## src/hw/rtl/mcts_pkg.sv

```systemverilog
package mcts_pkg;

  // Field widths
  localparam int CLOSE_W    = 32;
  localparam int VOL_W      = 40;
  localparam int LINE_W     = 48;
  localparam int ALPHA_W    = 16;
  localparam int WIN_W      = 4;
  localparam int CFG_IDX_W  = 3;
  localparam int CFG_DATA_W = 16;

  // Any EMA difference fits here: fast/slow EMAs stay within the close range,
  // the signal EMA within the MACD range.
  localparam int DIFF_W = 34;

  // Stream data widths
  localparam int IN_DATA_W  = 72;
  localparam int OUT_DATA_W = 104;

  // Config reset values
  localparam logic [ALPHA_W-1:0] FAST_ALPHA_RST   = 16'd14564;
  localparam logic [ALPHA_W-1:0] SLOW_ALPHA_RST   = 16'd5243;
  localparam logic [ALPHA_W-1:0] SIGNAL_ALPHA_RST = 16'd16384;

  typedef enum logic [CFG_IDX_W-1:0] {
    CFG_FAST_ALPHA,
    CFG_SLOW_ALPHA,
    CFG_SIGNAL_ALPHA,
    CFG_BELOW_ZERO,
    CFG_RISING,
    CFG_VOL_WINDOW,
    CFG_EXIT_MODE
  } cfg_idx_e;

  typedef enum logic [1:0] {
    ACT_NONE  = 2'd0,
    ACT_BUY   = 2'd1,
    ACT_SELL  = 2'd2,
    ACT_CLOSE = 2'd3
  } action_e;

  typedef enum logic [1:0] {
    KIND_SEED,
    KIND_TRADE,
    KIND_LAST
  } kind_e;

  typedef enum logic {
    EXIT_CROSS,
    EXIT_ZERO
  } exit_e;

  typedef struct packed {
    logic [ALPHA_W-1:0] fast_alpha;
    logic [ALPHA_W-1:0] slow_alpha;
    logic [ALPHA_W-1:0] signal_alpha;
    logic               below_zero_only;
    logic               rising_required;
    logic [WIN_W-1:0]   volume_window;
    exit_e              exit_mode;
  } cfg_t;

  // Classified bar handed from front to back
  typedef struct packed {
    logic [CLOSE_W-1:0] close;
    logic [VOL_W-1:0]   vol;
    kind_e              kind;
    logic               sig_seed;   // second bar: signal takes the MACD value
    logic               rise_chk;   // third bar on: rising filter applies
    logic               surge_chk;  // enough history for the volume test
  } item_t;

  typedef struct packed {
    logic               in_position;
    action_e            action;
    logic signed [LINE_W-1:0] signal_line;
    logic signed [LINE_W-1:0] macd_line;
  } result_t;

endpackage

```

## src/hw/rtl/mcts_front.sv

```systemverilog
module mcts_front #(
  parameter int MAX_VOL_WINDOW = 8,
  parameter int WW             = 4
) (
  input  logic                     clk_i,
  input  logic                     rst_ni,
  input  logic                     in_valid_i,
  output logic                     in_ready_o,
  input  logic [31:0]              close_i,
  input  logic [39:0]              vol_i,
  input  logic                     first_i,
  input  logic                     last_i,
  input  logic [WW-1:0]            win_i,
  output mcts_pkg::item_t          item_o,
  output logic                     item_valid_o,
  input  logic                     item_ready_i
);
  import mcts_pkg::*;

  localparam int BW = $clog2(MAX_VOL_WINDOW + 2);
  localparam logic [BW-1:0] IDX_MAX = BW'(MAX_VOL_WINDOW + 1);

  logic [BW-1:0] bar_idx_q, bar_idx_d;
  logic [BW-1:0] idx;
  logic          seed;
  logic          accept;

  assign in_ready_o   = item_ready_i;
  assign item_valid_o = in_valid_i;
  assign accept       = in_valid_i && item_ready_i;

  // Classify the bar against the series position
  assign seed = first_i || (bar_idx_q == '0);
  assign idx  = seed ? '0 : bar_idx_q;

  always_comb begin
    item_o.close     = close_i;
    item_o.vol       = vol_i;
    item_o.kind      = seed ? KIND_SEED : (last_i ? KIND_LAST : KIND_TRADE);
    item_o.sig_seed  = (idx == BW'(1));
    item_o.rise_chk  = (idx >= BW'(2));
    item_o.surge_chk = (win_i != '0) && (idx >= BW'(win_i));
  end

  // Saturating bar counter
  assign bar_idx_d = (idx == IDX_MAX) ? idx : idx + BW'(1);

  always_ff @(posedge clk_i or negedge rst_ni) begin
    if (!rst_ni) begin
      bar_idx_q <= '0;
    end else if (accept) begin
      bar_idx_q <= bar_idx_d;
    end
  end

endmodule

```

## src/hw/rtl/mcts_fifo.sv

```systemverilog
module mcts_fifo #(
  parameter int WIDTH = 8
) (
  input  logic             clk_i,
  input  logic             rst_ni,
  input  logic             in_valid_i,
  output logic             in_ready_o,
  input  logic [WIDTH-1:0] in_data_i,
  output logic             out_valid_o,
  input  logic             out_ready_i,
  output logic [WIDTH-1:0] out_data_o
);

  // Two-entry queue
  logic [WIDTH-1:0] mem_q [2];
  logic             wr_ptr_q, rd_ptr_q;
  logic [1:0]       cnt_q;
  logic             push, pop;

  assign in_ready_o  = (cnt_q != 2'd2);
  assign out_valid_o = (cnt_q != 2'd0);
  assign out_data_o  = mem_q[rd_ptr_q];
  assign push        = in_valid_i && in_ready_o;
  assign pop         = out_valid_o && out_ready_i;

  always_ff @(posedge clk_i or negedge rst_ni) begin
    if (!rst_ni) begin
      wr_ptr_q <= 1'b0;
      rd_ptr_q <= 1'b0;
      cnt_q    <= 2'd0;
    end else begin
      if (push) wr_ptr_q <= ~wr_ptr_q;
      if (pop)  rd_ptr_q <= ~rd_ptr_q;
      case ({push, pop})
        2'b10:   cnt_q <= cnt_q + 2'd1;
        2'b01:   cnt_q <= cnt_q - 2'd1;
        default: cnt_q <= cnt_q;
      endcase
    end
  end

  always_ff @(posedge clk_i) begin
    if (push) mem_q[wr_ptr_q] <= in_data_i;
  end

endmodule

```

## src/hw/rtl/mcts_back.sv

```systemverilog
module mcts_back #(
  parameter int MAX_VOL_WINDOW = 8,
  parameter int ALPHA_BITS     = 16,
  parameter int WW             = 4
) (
  input  logic                clk_i,
  input  logic                rst_ni,
  input  mcts_pkg::cfg_t      cfg_i,
  input  logic [WW-1:0]       win_i,
  input  mcts_pkg::item_t     item_i,
  input  logic                item_valid_i,
  output logic                item_ready_o,
  output mcts_pkg::result_t   res_o,
  output logic                res_valid_o,
  input  logic                res_ready_i
);
  import mcts_pkg::*;

  localparam int AW   = ALPHA_BITS + 1;
  localparam int PRW  = DIFF_W + AW + 1;
  localparam int PW   = (MAX_VOL_WINDOW > 1) ? $clog2(MAX_VOL_WINDOW) : 1;
  localparam int SUMW = VOL_W + WW;
  localparam int CMPW = SUMW + 3;
  localparam logic signed [PRW-1:0] HALF = PRW'(1) << (ALPHA_BITS - 1);

  typedef enum logic [2:0] {
    S_IDLE,
    S_FAST,
    S_SLOW,
    S_MACD,
    S_SIG,
    S_DONE
  } state_e;

  // Weight clamped to one
  function automatic logic [AW-1:0] clamp_alpha(logic [ALPHA_W-1:0] a);
    logic [24:0] ax;
    logic [24:0] one;
    ax  = 25'(a);
    one = 25'(1) << ALPHA_BITS;
    return (ax > one) ? one[AW-1:0] : ax[AW-1:0];
  endfunction

  // Rounded EMA increment; arithmetic shift gives round half up
  function automatic logic signed [LINE_W-1:0] ema_inc(logic signed [PRW-1:0] p);
    logic signed [PRW-1:0] t;
    t = (p + HALF) >>> ALPHA_BITS;
    return LINE_W'(t);
  endfunction

  function automatic logic [PW-1:0] ptr_inc(logic [PW-1:0] p);
    return (p == PW'(MAX_VOL_WINDOW - 1)) ? '0 : p + PW'(1);
  endfunction

  function automatic logic [PW-1:0] ptr_dec(logic [PW-1:0] p);
    return (p == '0) ? PW'(MAX_VOL_WINDOW - 1) : p - PW'(1);
  endfunction

  state_e state_q;
  item_t  item_q;

  // Architectural state
  logic signed [LINE_W-1:0] fast_q, slow_q, sig_q, prev_q;
  logic                     holding_q;
  logic [PW-1:0]            ptr_q;

  // Datapath registers
  logic signed [LINE_W-1:0] fast_n_q, slow_n_q, macd_q;
  logic signed [PRW-1:0]    prod_q;
  logic [CMPW-1:0]          vol5w_q;

  // Volume ring and window sum
  logic [VOL_W-1:0] ring_q [MAX_VOL_WINDOW];
  logic [VOL_W-1:0] rd_data_q;
  logic [PW-1:0]    rd_addr_q;
  logic [WW-1:0]    rd_cnt_q;
  logic             rd_pend_q;
  logic [SUMW-1:0]  sum_q;
  logic             sum_busy;

  result_t res_q;
  logic    res_valid_q;

  logic [AW-1:0]            a_fast, a_slow, a_sig, mul_b;
  logic signed [LINE_W-1:0] close_s;
  logic signed [DIFF_W-1:0] mul_a;
  logic signed [PRW-1:0]    prod_d;
  logic [WW+2:0]            w5;
  logic [CMPW-1:0]          sum6;

  logic                     done_fire, pop;
  logic signed [LINE_W-1:0] sig_new, fast_d, slow_d, macd_d, sig_d;
  logic                     hold_d, golden, buy_ok, sell;
  action_e                  act_d;
  logic [PW-1:0]            wr_addr, ptr_d, ptr_eff;

  assign a_fast  = clamp_alpha(cfg_i.fast_alpha);
  assign a_slow  = clamp_alpha(cfg_i.slow_alpha);
  assign a_sig   = clamp_alpha(cfg_i.signal_alpha);
  assign close_s = $signed({{(LINE_W-CLOSE_W){1'b0}}, item_q.close});

  // Shared multiplier operand select
  always_comb begin
    case (state_q)
      S_FAST: begin
        mul_a = DIFF_W'(close_s - fast_q);
        mul_b = a_fast;
      end
      S_SLOW: begin
        mul_a = DIFF_W'(close_s - slow_q);
        mul_b = a_slow;
      end
      default: begin
        mul_a = DIFF_W'(macd_q - sig_q);
        mul_b = a_sig;
      end
    endcase
  end
  assign prod_d = mul_a * $signed({1'b0, mul_b});

  assign w5   = ((WW+3)'(win_i) << 2) + (WW+3)'(win_i);
  assign sum6 = (CMPW'(sum_q) << 2) + (CMPW'(sum_q) << 1);

  assign sum_busy     = (rd_cnt_q != '0) || rd_pend_q;
  assign done_fire    = (state_q == S_DONE) && !sum_busy && (!res_valid_q || res_ready_i);
  assign item_ready_o = (state_q == S_IDLE) || done_fire;
  assign pop          = item_valid_i && item_ready_o;

  // Decision for the bar in flight
  assign sig_new = item_q.sig_seed ? macd_q : sig_q + ema_inc(prod_q);
  assign golden  = (prev_q <= sig_q) && (macd_q > sig_new);

  always_comb begin
    buy_ok = golden;
    if (cfg_i.below_zero_only && (macd_q >= 48'sd0)) buy_ok = 1'b0;
    if (cfg_i.rising_required && item_q.rise_chk && (macd_q <= prev_q)) buy_ok = 1'b0;
    if (item_q.surge_chk && (vol5w_q < sum6)) buy_ok = 1'b0;
    if (cfg_i.exit_mode == EXIT_CROSS) begin
      sell = (prev_q >= sig_q) && (macd_q < sig_new);
    end else begin
      sell = (prev_q >= 48'sd0) && (macd_q < 48'sd0);
    end
  end

  always_comb begin
    fast_d  = fast_n_q;
    slow_d  = slow_n_q;
    macd_d  = macd_q;
    sig_d   = sig_new;
    hold_d  = holding_q;
    act_d   = ACT_NONE;
    wr_addr = ptr_q;
    case (item_q.kind)
      KIND_SEED: begin
        fast_d  = close_s;
        slow_d  = close_s;
        macd_d  = '0;
        sig_d   = '0;
        hold_d  = 1'b0;
        wr_addr = '0;
      end
      KIND_LAST: begin
        if (holding_q) begin
          act_d  = ACT_CLOSE;
          hold_d = 1'b0;
        end
      end
      KIND_TRADE: begin
        if (!holding_q) begin
          if (buy_ok) begin
            act_d  = ACT_BUY;
            hold_d = 1'b1;
          end
        end else if (sell) begin
          act_d  = ACT_SELL;
          hold_d = 1'b0;
        end
      end
      default: ;
    endcase
  end

  assign ptr_d   = ptr_inc(wr_addr);
  assign ptr_eff = done_fire ? ptr_d : ptr_q;

  // Sequencer, architectural state and result register
  always_ff @(posedge clk_i or negedge rst_ni) begin
    if (!rst_ni) begin
      state_q     <= S_IDLE;
      fast_q      <= '0;
      slow_q      <= '0;
      sig_q       <= '0;
      prev_q      <= '0;
      holding_q   <= 1'b0;
      ptr_q       <= '0;
      res_valid_q <= 1'b0;
      res_q       <= '0;
    end else begin
      case (state_q)
        S_IDLE:  if (pop) state_q <= S_FAST;
        S_FAST:  state_q <= S_SLOW;
        S_SLOW:  state_q <= S_MACD;
        S_MACD:  state_q <= S_SIG;
        S_SIG:   state_q <= S_DONE;
        S_DONE:  if (done_fire) state_q <= pop ? S_FAST : S_IDLE;
        default: state_q <= S_IDLE;
      endcase
      if (done_fire) begin
        fast_q            <= fast_d;
        slow_q            <= slow_d;
        sig_q             <= sig_d;
        prev_q            <= macd_d;
        holding_q         <= hold_d;
        ptr_q             <= ptr_d;
        res_valid_q       <= 1'b1;
        res_q.macd_line   <= macd_d;
        res_q.signal_line <= sig_d;
        res_q.action      <= act_d;
        res_q.in_position <= hold_d;
      end else if (res_ready_i) begin
        res_valid_q <= 1'b0;
      end
    end
  end

  // Window sum control: one ring read per cycle, newest entry first
  always_ff @(posedge clk_i or negedge rst_ni) begin
    if (!rst_ni) begin
      rd_cnt_q  <= '0;
      rd_pend_q <= 1'b0;
    end else if (pop) begin
      rd_cnt_q  <= item_i.surge_chk ? win_i : '0;
      rd_pend_q <= 1'b0;
    end else begin
      rd_pend_q <= (rd_cnt_q != '0);
      if (rd_cnt_q != '0) rd_cnt_q <= rd_cnt_q - WW'(1);
    end
  end

  // Datapath
  always_ff @(posedge clk_i) begin
    if (pop) begin
      item_q    <= item_i;
      rd_addr_q <= ptr_dec(ptr_eff);
      sum_q     <= '0;
    end else begin
      if (rd_cnt_q != '0) rd_addr_q <= ptr_dec(rd_addr_q);
      if (rd_pend_q)      sum_q     <= sum_q + SUMW'(rd_data_q);
    end
    if (state_q == S_FAST || state_q == S_SLOW || state_q == S_SIG) prod_q <= prod_d;
    if (state_q == S_FAST) vol5w_q  <= CMPW'(CMPW'(item_q.vol) * CMPW'(w5));
    if (state_q == S_SLOW) fast_n_q <= fast_q + ema_inc(prod_q);
    if (state_q == S_MACD) begin
      slow_n_q <= slow_q + ema_inc(prod_q);
      macd_q   <= fast_n_q - (slow_q + ema_inc(prod_q));
    end
  end

  // Volume ring
  always_ff @(posedge clk_i) begin
    if (done_fire) ring_q[wr_addr] <= item_q.vol;
    rd_data_q <= ring_q[rd_addr_q];
  end

  assign res_o       = res_q;
  assign res_valid_o = res_valid_q;

endmodule

```

## src/hw/rtl/macd_crossover_trade_signal.sv

```systemverilog
// Each item goes through the fast, slow, MACD and signal steps in turn, the three EMA steps
// sharing one multiplier, while the volume window is summed with one ring read per cycle;
// the back end takes a new item only as it finishes the one before.
// A two-entry queue lets the input side run ahead while a result waits.
// Reset (rst_ni low, async): control, EMA state and config registers cleared
// to defaults; the volume ring is not cleared.
module macd_crossover_trade_signal #(
  parameter int MAX_VOL_WINDOW = 8,
  parameter int ALPHA_BITS     = 16
) (
  input  logic                               clk_i,
  input  logic                               rst_ni,
  // slave side
  input  logic                               s_axis_tvalid,
  output logic                               s_axis_tready,
  input  logic [mcts_pkg::IN_DATA_W-1:0]     s_axis_tdata,  // close_price, bar_volume
  input  logic                               s_axis_tuser,  // first_bar
  input  logic                               s_axis_tlast,  // last_bar
  // master side
  output logic                               m_axis_tvalid,
  input  logic                               m_axis_tready,
  output logic [mcts_pkg::OUT_DATA_W-1:0]    m_axis_tdata,  // macd_line, signal_line,
                                                            // action, in_position
  // config write port
  input  logic                               cfg_we_i,
  input  logic [mcts_pkg::CFG_IDX_W-1:0]     cfg_idx_i,
  input  logic [mcts_pkg::CFG_DATA_W-1:0]    cfg_wdata_i
);
  import mcts_pkg::*;

  localparam int WW = $clog2(MAX_VOL_WINDOW + 1);

  cfg_t          cfg_q;
  logic [WW-1:0] win;
  item_t         f_item, q_item;
  logic          f_valid, f_ready, q_valid, q_ready;
  result_t       res;
  logic          res_valid;

  // Config registers
  always_ff @(posedge clk_i or negedge rst_ni) begin
    if (!rst_ni) begin
      cfg_q.fast_alpha      <= FAST_ALPHA_RST;
      cfg_q.slow_alpha      <= SLOW_ALPHA_RST;
      cfg_q.signal_alpha    <= SIGNAL_ALPHA_RST;
      cfg_q.below_zero_only <= 1'b0;
      cfg_q.rising_required <= 1'b0;
      cfg_q.volume_window   <= '0;
      cfg_q.exit_mode       <= EXIT_CROSS;
    end else if (cfg_we_i) begin
      case (cfg_idx_e'(cfg_idx_i))
        CFG_FAST_ALPHA:   cfg_q.fast_alpha      <= cfg_wdata_i;
        CFG_SLOW_ALPHA:   cfg_q.slow_alpha      <= cfg_wdata_i;
        CFG_SIGNAL_ALPHA: cfg_q.signal_alpha    <= cfg_wdata_i;
        CFG_BELOW_ZERO:   cfg_q.below_zero_only <= cfg_wdata_i[0];
        CFG_RISING:       cfg_q.rising_required <= cfg_wdata_i[0];
        CFG_VOL_WINDOW:   cfg_q.volume_window   <= cfg_wdata_i[WIN_W-1:0];
        CFG_EXIT_MODE:    cfg_q.exit_mode       <= exit_e'(cfg_wdata_i[0]);
        default: ;
      endcase
    end
  end

  // Window limited to the ring depth
  assign win = (8'(cfg_q.volume_window) > 8'(MAX_VOL_WINDOW)) ?
               WW'(MAX_VOL_WINDOW) : WW'(cfg_q.volume_window);

  mcts_front #(
    .MAX_VOL_WINDOW(MAX_VOL_WINDOW),
    .WW            (WW)
  ) u_front (
    .clk_i       (clk_i),
    .rst_ni      (rst_ni),
    .in_valid_i  (s_axis_tvalid),
    .in_ready_o  (s_axis_tready),
    .close_i     (s_axis_tdata[CLOSE_W-1:0]),
    .vol_i       (s_axis_tdata[CLOSE_W+VOL_W-1:CLOSE_W]),
    .first_i     (s_axis_tuser),
    .last_i      (s_axis_tlast),
    .win_i       (win),
    .item_o      (f_item),
    .item_valid_o(f_valid),
    .item_ready_i(f_ready)
  );

  mcts_fifo #(
    .WIDTH($bits(item_t))
  ) u_fifo (
    .clk_i      (clk_i),
    .rst_ni     (rst_ni),
    .in_valid_i (f_valid),
    .in_ready_o (f_ready),
    .in_data_i  (f_item),
    .out_valid_o(q_valid),
    .out_ready_i(q_ready),
    .out_data_o (q_item)
  );

  mcts_back #(
    .MAX_VOL_WINDOW(MAX_VOL_WINDOW),
    .ALPHA_BITS    (ALPHA_BITS),
    .WW            (WW)
  ) u_back (
    .clk_i       (clk_i),
    .rst_ni      (rst_ni),
    .cfg_i       (cfg_q),
    .win_i       (win),
    .item_i      (q_item),
    .item_valid_i(q_valid),
    .item_ready_o(q_ready),
    .res_o       (res),
    .res_valid_o (res_valid),
    .res_ready_i (m_axis_tready)
  );

  assign m_axis_tvalid = res_valid;
  assign m_axis_tdata  = OUT_DATA_W'(res);

  // A buy always leaves the position open
  a_buy_holds: assert property (@(posedge clk_i) disable iff (!rst_ni)
    (res_valid && res.action == ACT_BUY) |-> res.in_position)
    else $error("buy without position");

  // A sell or forced close always leaves the position flat
  a_exit_flat: assert property (@(posedge clk_i) disable iff (!rst_ni)
    (res_valid && (res.action == ACT_SELL || res.action == ACT_CLOSE)) |-> !res.in_position)
    else $error("exit leaves position open");

  // No result is valid right after reset is released
  a_no_early_out: assert property (@(posedge clk_i) disable iff (!rst_ni)
    $rose(rst_ni) |-> !m_axis_tvalid)
    else $error("result valid right after reset");

endmodule

```

## config.mk

```make
export PLATFORM = sky130hd
export DESIGN_NAME = macd_crossover_trade_signal
export DESIGN_NICKNAME = d
export VERILOG_FILES = /design/src/hw/rtl/mcts_pkg.sv /design/src/hw/rtl/mcts_front.sv /design/src/hw/rtl/mcts_fifo.sv /design/src/hw/rtl/mcts_back.sv /design/src/hw/rtl/macd_crossover_trade_signal.sv
export SDC_FILE = /design/constraint.sdc
export NUM_CORES = 2
export LEC_CHECK = 0
export BUFFER_PORTS_ARGS = -buffer_cell sky130_fd_sc_hd__buf_2
export CAP_MARGIN = 5
export CORE_MARGIN = 1.5
export CORE_UTILIZATION = 46
export CTS_CLUSTER_SIZE = 12
export DETAILED_ROUTE_END_ITERATION = 12
export PLACE_DENSITY_LB_ADDON = 0.25
export SYNTH_ARGS = -nofsm -noshare
export SYNTH_HDL_FRONTEND = slang
export SYNTH_HIERARCHICAL = 1
export SYNTH_SLANG_ARGS = --single-unit
```

## constraint.sdc

```tcl
create_clock -name clk_i -period 32.6 [get_ports clk_i]
set_clock_uncertainty 0.05 [all_clocks]
set_input_delay 3.26 -clock clk_i [delete_from_list [all_inputs] [get_ports clk_i]]
set_output_delay 3.26 -clock clk_i [all_outputs]
set_load 0.005 [all_outputs]
```

==> impl_summary.log <==
[metrics] outcome: finished clean
[metrics] synthesized area per cell: 10.4 um^2
[metrics] worst setup margin: ~20 ns
[metrics] global-route congestion overflow total: 0
[metrics] Placed Cells incl. Taps: 11300
[metrics] 1st-iter DRT viols: 5296
[metrics] total half-perimeter wirelength after legalization and detailed placement: ~200 mm
[metrics] Total Die Area: 203000 um^2
[metrics] maximum frequency from static timing analysis: between 0.07 and 0.08 GHz
[metrics] Resized Gates After CTS: 0
[metrics] weighted congestion at the end of routability-driven global placement: 0.942
[metrics] per-cell via count in the routed design: 5.73
[metrics] H-Tree Level Count: 4
[metrics] deepest clock path buffer count: 3
[metrics] non-filler cells in the finished layout: about 12000
[metrics] commonest non-fill, non-tap cell in the layout: inv_1
[metrics] terminating pin of the worst hold path: u_back/slow_q[37]$_DFFE_PN0P_
[metrics] reg-to-reg critical path startpoint: u_back/state_q[1]$_DFFE_PN0P_
[metrics] count of boundary I/O pins: 204
[metrics] source of the worst hold timing path: u_back/slow_n_q[37]$_DFFE_PN_
[metrics] headroom to the max-slew limit: between 10% and 20%
[metrics] total DRC errors in the routed layout: 0
[metrics] fraction of the cycle the final worst path needs: 38.8%
[metrics] antenna violations before repair: 28
[metrics] count of input and output buffers: slightly below 200
[metrics] Clock transition at path regs: 0.06 ns
[metrics] aggregate routed wire length: 262 mm
[metrics] minimum setup slack among reg-to-reg paths: 19.95 ns
[metrics] Worst-Skew Late Latency: 0.80 ns
[metrics] dpl ws: 20.16 ns
[metrics] Chip Width: 450 um
[metrics] worst endpoint required time: 33.09 ns
[metrics] post-layout utilization of the core: between 50% and 60%
[metrics] biggest cell delay along the critical path: 0.84 ns
[metrics] netlist area before placement: about 92000 um^2
[metrics] Synth-to-Final Area Change: 8.60%
[metrics] final number of setup-violating endpoints: 0
[metrics] fraction of layout cells with a size suffix above 1: 9.67%
[metrics] first-pass GRT wire length: 401 mm
[metrics] largest driver fanout on the critical path: 58
[metrics] Gate Count Post-Synth: just under 9000
[metrics] primary flip-flop cell chosen by synthesis mapping: edfxtp_1
[metrics] share of async-settable or async-resettable flops after synthesis: 23.8%
[metrics] critical setup path kind: flip-flop to flip-flop
[metrics] library cell used as clock root buffer: clkbuf_16
[metrics] TritonCTS Buffers: 136
[metrics] worst hold path cell count: 2
[metrics] Unique masters post-synth: 115
[metrics] number of hold buffers added after cts: 0
[metrics] EDFF count, synth: 780
[metrics] most used cells in the layout excluding fill and tap cells: 997 x inv_1, 945 x nand2_1, 780 x edfxtp_1, 731 x ha_1, 707 x fa_1
[metrics] GRT Util Overall: 25.7%
[metrics] register area share after synthesis: approximately a third
[metrics] nets@finish: between 10000 and 15000
[metrics] wire length per cell after detailed routing: roughly 23 um
[metrics] master of the slowest instance on the critical path: buf_4
[metrics] max-slew violation total from the final report: 0
[metrics] number of cell rows: 163
[metrics] unrepaired setup endpoints after global routing: no
[metrics] final antenna-violating net count: 0
[metrics] Synth Warn #: 6
[metrics] CTS tree: built
[metrics] worst hold path class: flip-flop to flip-flop
[metrics] CP Data Arrival Time: roughly 13 ns
[metrics] FF-to-FF path depth: 38
[metrics] via count: 66500
[metrics] total of flip-flops plus latches after synthesis: 1134
[metrics] first-pass detailed-route iteration total: 6
[metrics] capturing element type of the critical path: flip-flop
[metrics] number of hold-slack violations in the final timing report: 0
[metrics] postcts setup bufs: 0
[metrics] Final Critical Period: 12.65 ns
[metrics] sum of negative setup slack: 0 ns
[metrics] die span in y: 450 um
[metrics] pin count of the biggest net entering global routing: 146
[metrics] # Max-Cap Violations: 0
[metrics] vias in the first global route: 67400
[metrics] CP startpoint kind: flip-flop
[metrics] Reg-to-Reg End: u_back/prod_q[45]$_DFFE_PP_
[metrics] Sink Count: 1134
[metrics] Tightest Pin Transition: 1.26 ns
[metrics] effective utilization at floorplan: roughly 46%
[metrics] Core Region: 198000 um^2
==> critical path, delay by kind of cell, from the launching register on <==
| family | cells | cell delay (ns) |
|---|---|---|
| AOI/OAI and AO/OA | 14 | 3.29 |
| xor gates and xnor gates | 1 | 0.08 |
| adders and majority gates | 8 | 3.77 |
| buffers and inverters | 5 | 1.58 |
| DFF | 1 | 0.44 |
| muxes | 1 | 0.28 |
| and+or+nand+nor | 9 | 2.86 |
==> worst max-delay path by stage <==
stage	start	to	slack, ns	cells past startpoint
floorplan	u_back/state_q[1]$_DFFE_PN0P_	u_back/prod_q[45]$_DFFE_PP_	21.54	37
global placement	u_back/state_q[1]$_DFFE_PN0P_	u_back/prod_q[45]$_DFFE_PP_	20.46	39
detailed placement	u_back/state_q[1]$_DFFE_PN0P_	u_back/prod_q[45]$_DFFE_PP_	20.16	38
CTS	u_back/state_q[1]$_DFFE_PN0P_	u_back/prod_q[45]$_DFFE_PP_	20.10	38
global route	u_back/state_q[1]$_DFFE_PN0P_	u_back/prod_q[45]$_DFFE_PP_	19.38	38
finish	u_back/state_q[1]$_DFFE_PN0P_	u_back/prod_q[45]$_DFFE_PP_	19.95	38
==> final cells by class <==
type                            instances  area [um^2]
Multi-Input combinational cell       6278        54600
Clock buffer                          192         3800
Antenna cell                            7         17.5
Inverter                             1001         3760
Timing Repair Buffer                  288         1690
Clock inverter                         59          787
Tap cell                             2640         3300
Fill cell                           17700        98200
Sequential cell                      1134        31900
==> cells by family (layout without fill, tap and decap cells) <==
group	after synthesis	count (layout)	share of synthesized area, %
simple gates	2232	2232	11.4
compound gates	1762	1762	12.3
fa+ha+maj	1445	1445	25.4
buf+inv	1408	1540	6.18
flops	1134	1134	34.7
xor+xnor	435	435	4.16
mux	399	399	5.88
other cells	1	12	0.00408
==> stage by stage <==
step	hold slack, ns	instance area (um^2)
floorplan	0.395	91900
global placement	0.406	95200
detailed placement	0.416	95200
CTS	0.427	99800
global route	0.443	99800
finish	0.423	99800
==> cells in the mapped netlist, types with 16 or more instances <==
cell type,n,share of area [%]
ha_1,732,10
nand3b_1,81,0.66
nand2b_1,89,0.61
mux2i_1,141,1.5
a21oi_1,508,2.8
or2_2,19,0.13
and3_1,46,0.31
fa_1,707,15
o21bai_1,60,0.49
nor3_1,73,0.40
o21ai_0,346,1.9
a21o_1,327,2.7
o21a_1,72,0.59
nor2_1,456,1.9
o31ai_1,39,0.32
dfrtp_1,254,6.9
buf_1,33,0.13
o22ai_1,51,0.35
and2_1,133,0.91
clkbuf_1,268,1.1
mux2_2,128,1.6
buf_2,16,0.087
nor2b_1,80,0.54
mux4_2,80,2.0
nand2_1,945,3.9
edfxtp_1,780,25
nand4_1,91,0.62
a211oi_1,45,0.37
inv_1,997,4.1
a22oi_1,16,0.13
a22o_1,26,0.25
dfxtp_1,84,1.8
mux2_4,50,0.82
o21ai_1,32,0.17
xnor2_1,280,2.7
or3_1,17,0.12
o211ai_1,27,0.22
a31oi_1,47,0.32
nand3_1,132,0.72
dfstp_2,16,0.46
buf_4,81,0.66
xor2_1,153,1.5
==> registers in the layout, indices dropped and copies added (netlist names), 4 cells and up <==
name,flops
u_front/bar_idx_q,4
u_back/sum_q,44
u_back/prod_q,36
u_back/rd_cnt_q,4
u_back/fast_q,48
u_back/item_q,45
cfg_q,55
u_back/res_o,99
u_back/slow_n_q,48
u_back/slow_q,48
u_back/ring_q,320
u_back/fast_n_q,48
u_back/close_s,32
u_back/rd_data_q,40
u_back/vol5w_q,46
u_fifo/mem_q,154
u_back/macd_q,48
==> layer usage <==
layer	wire length, um	global-route usage [%]
met5	98	0
met4	11500	10.5
met3	16500	4.10
met2	124000	42.4
met1	109000	33.8
Power is not shown: default switching activity piles up to over one toggle a cycle in this logic, so the estimate is an artifact.
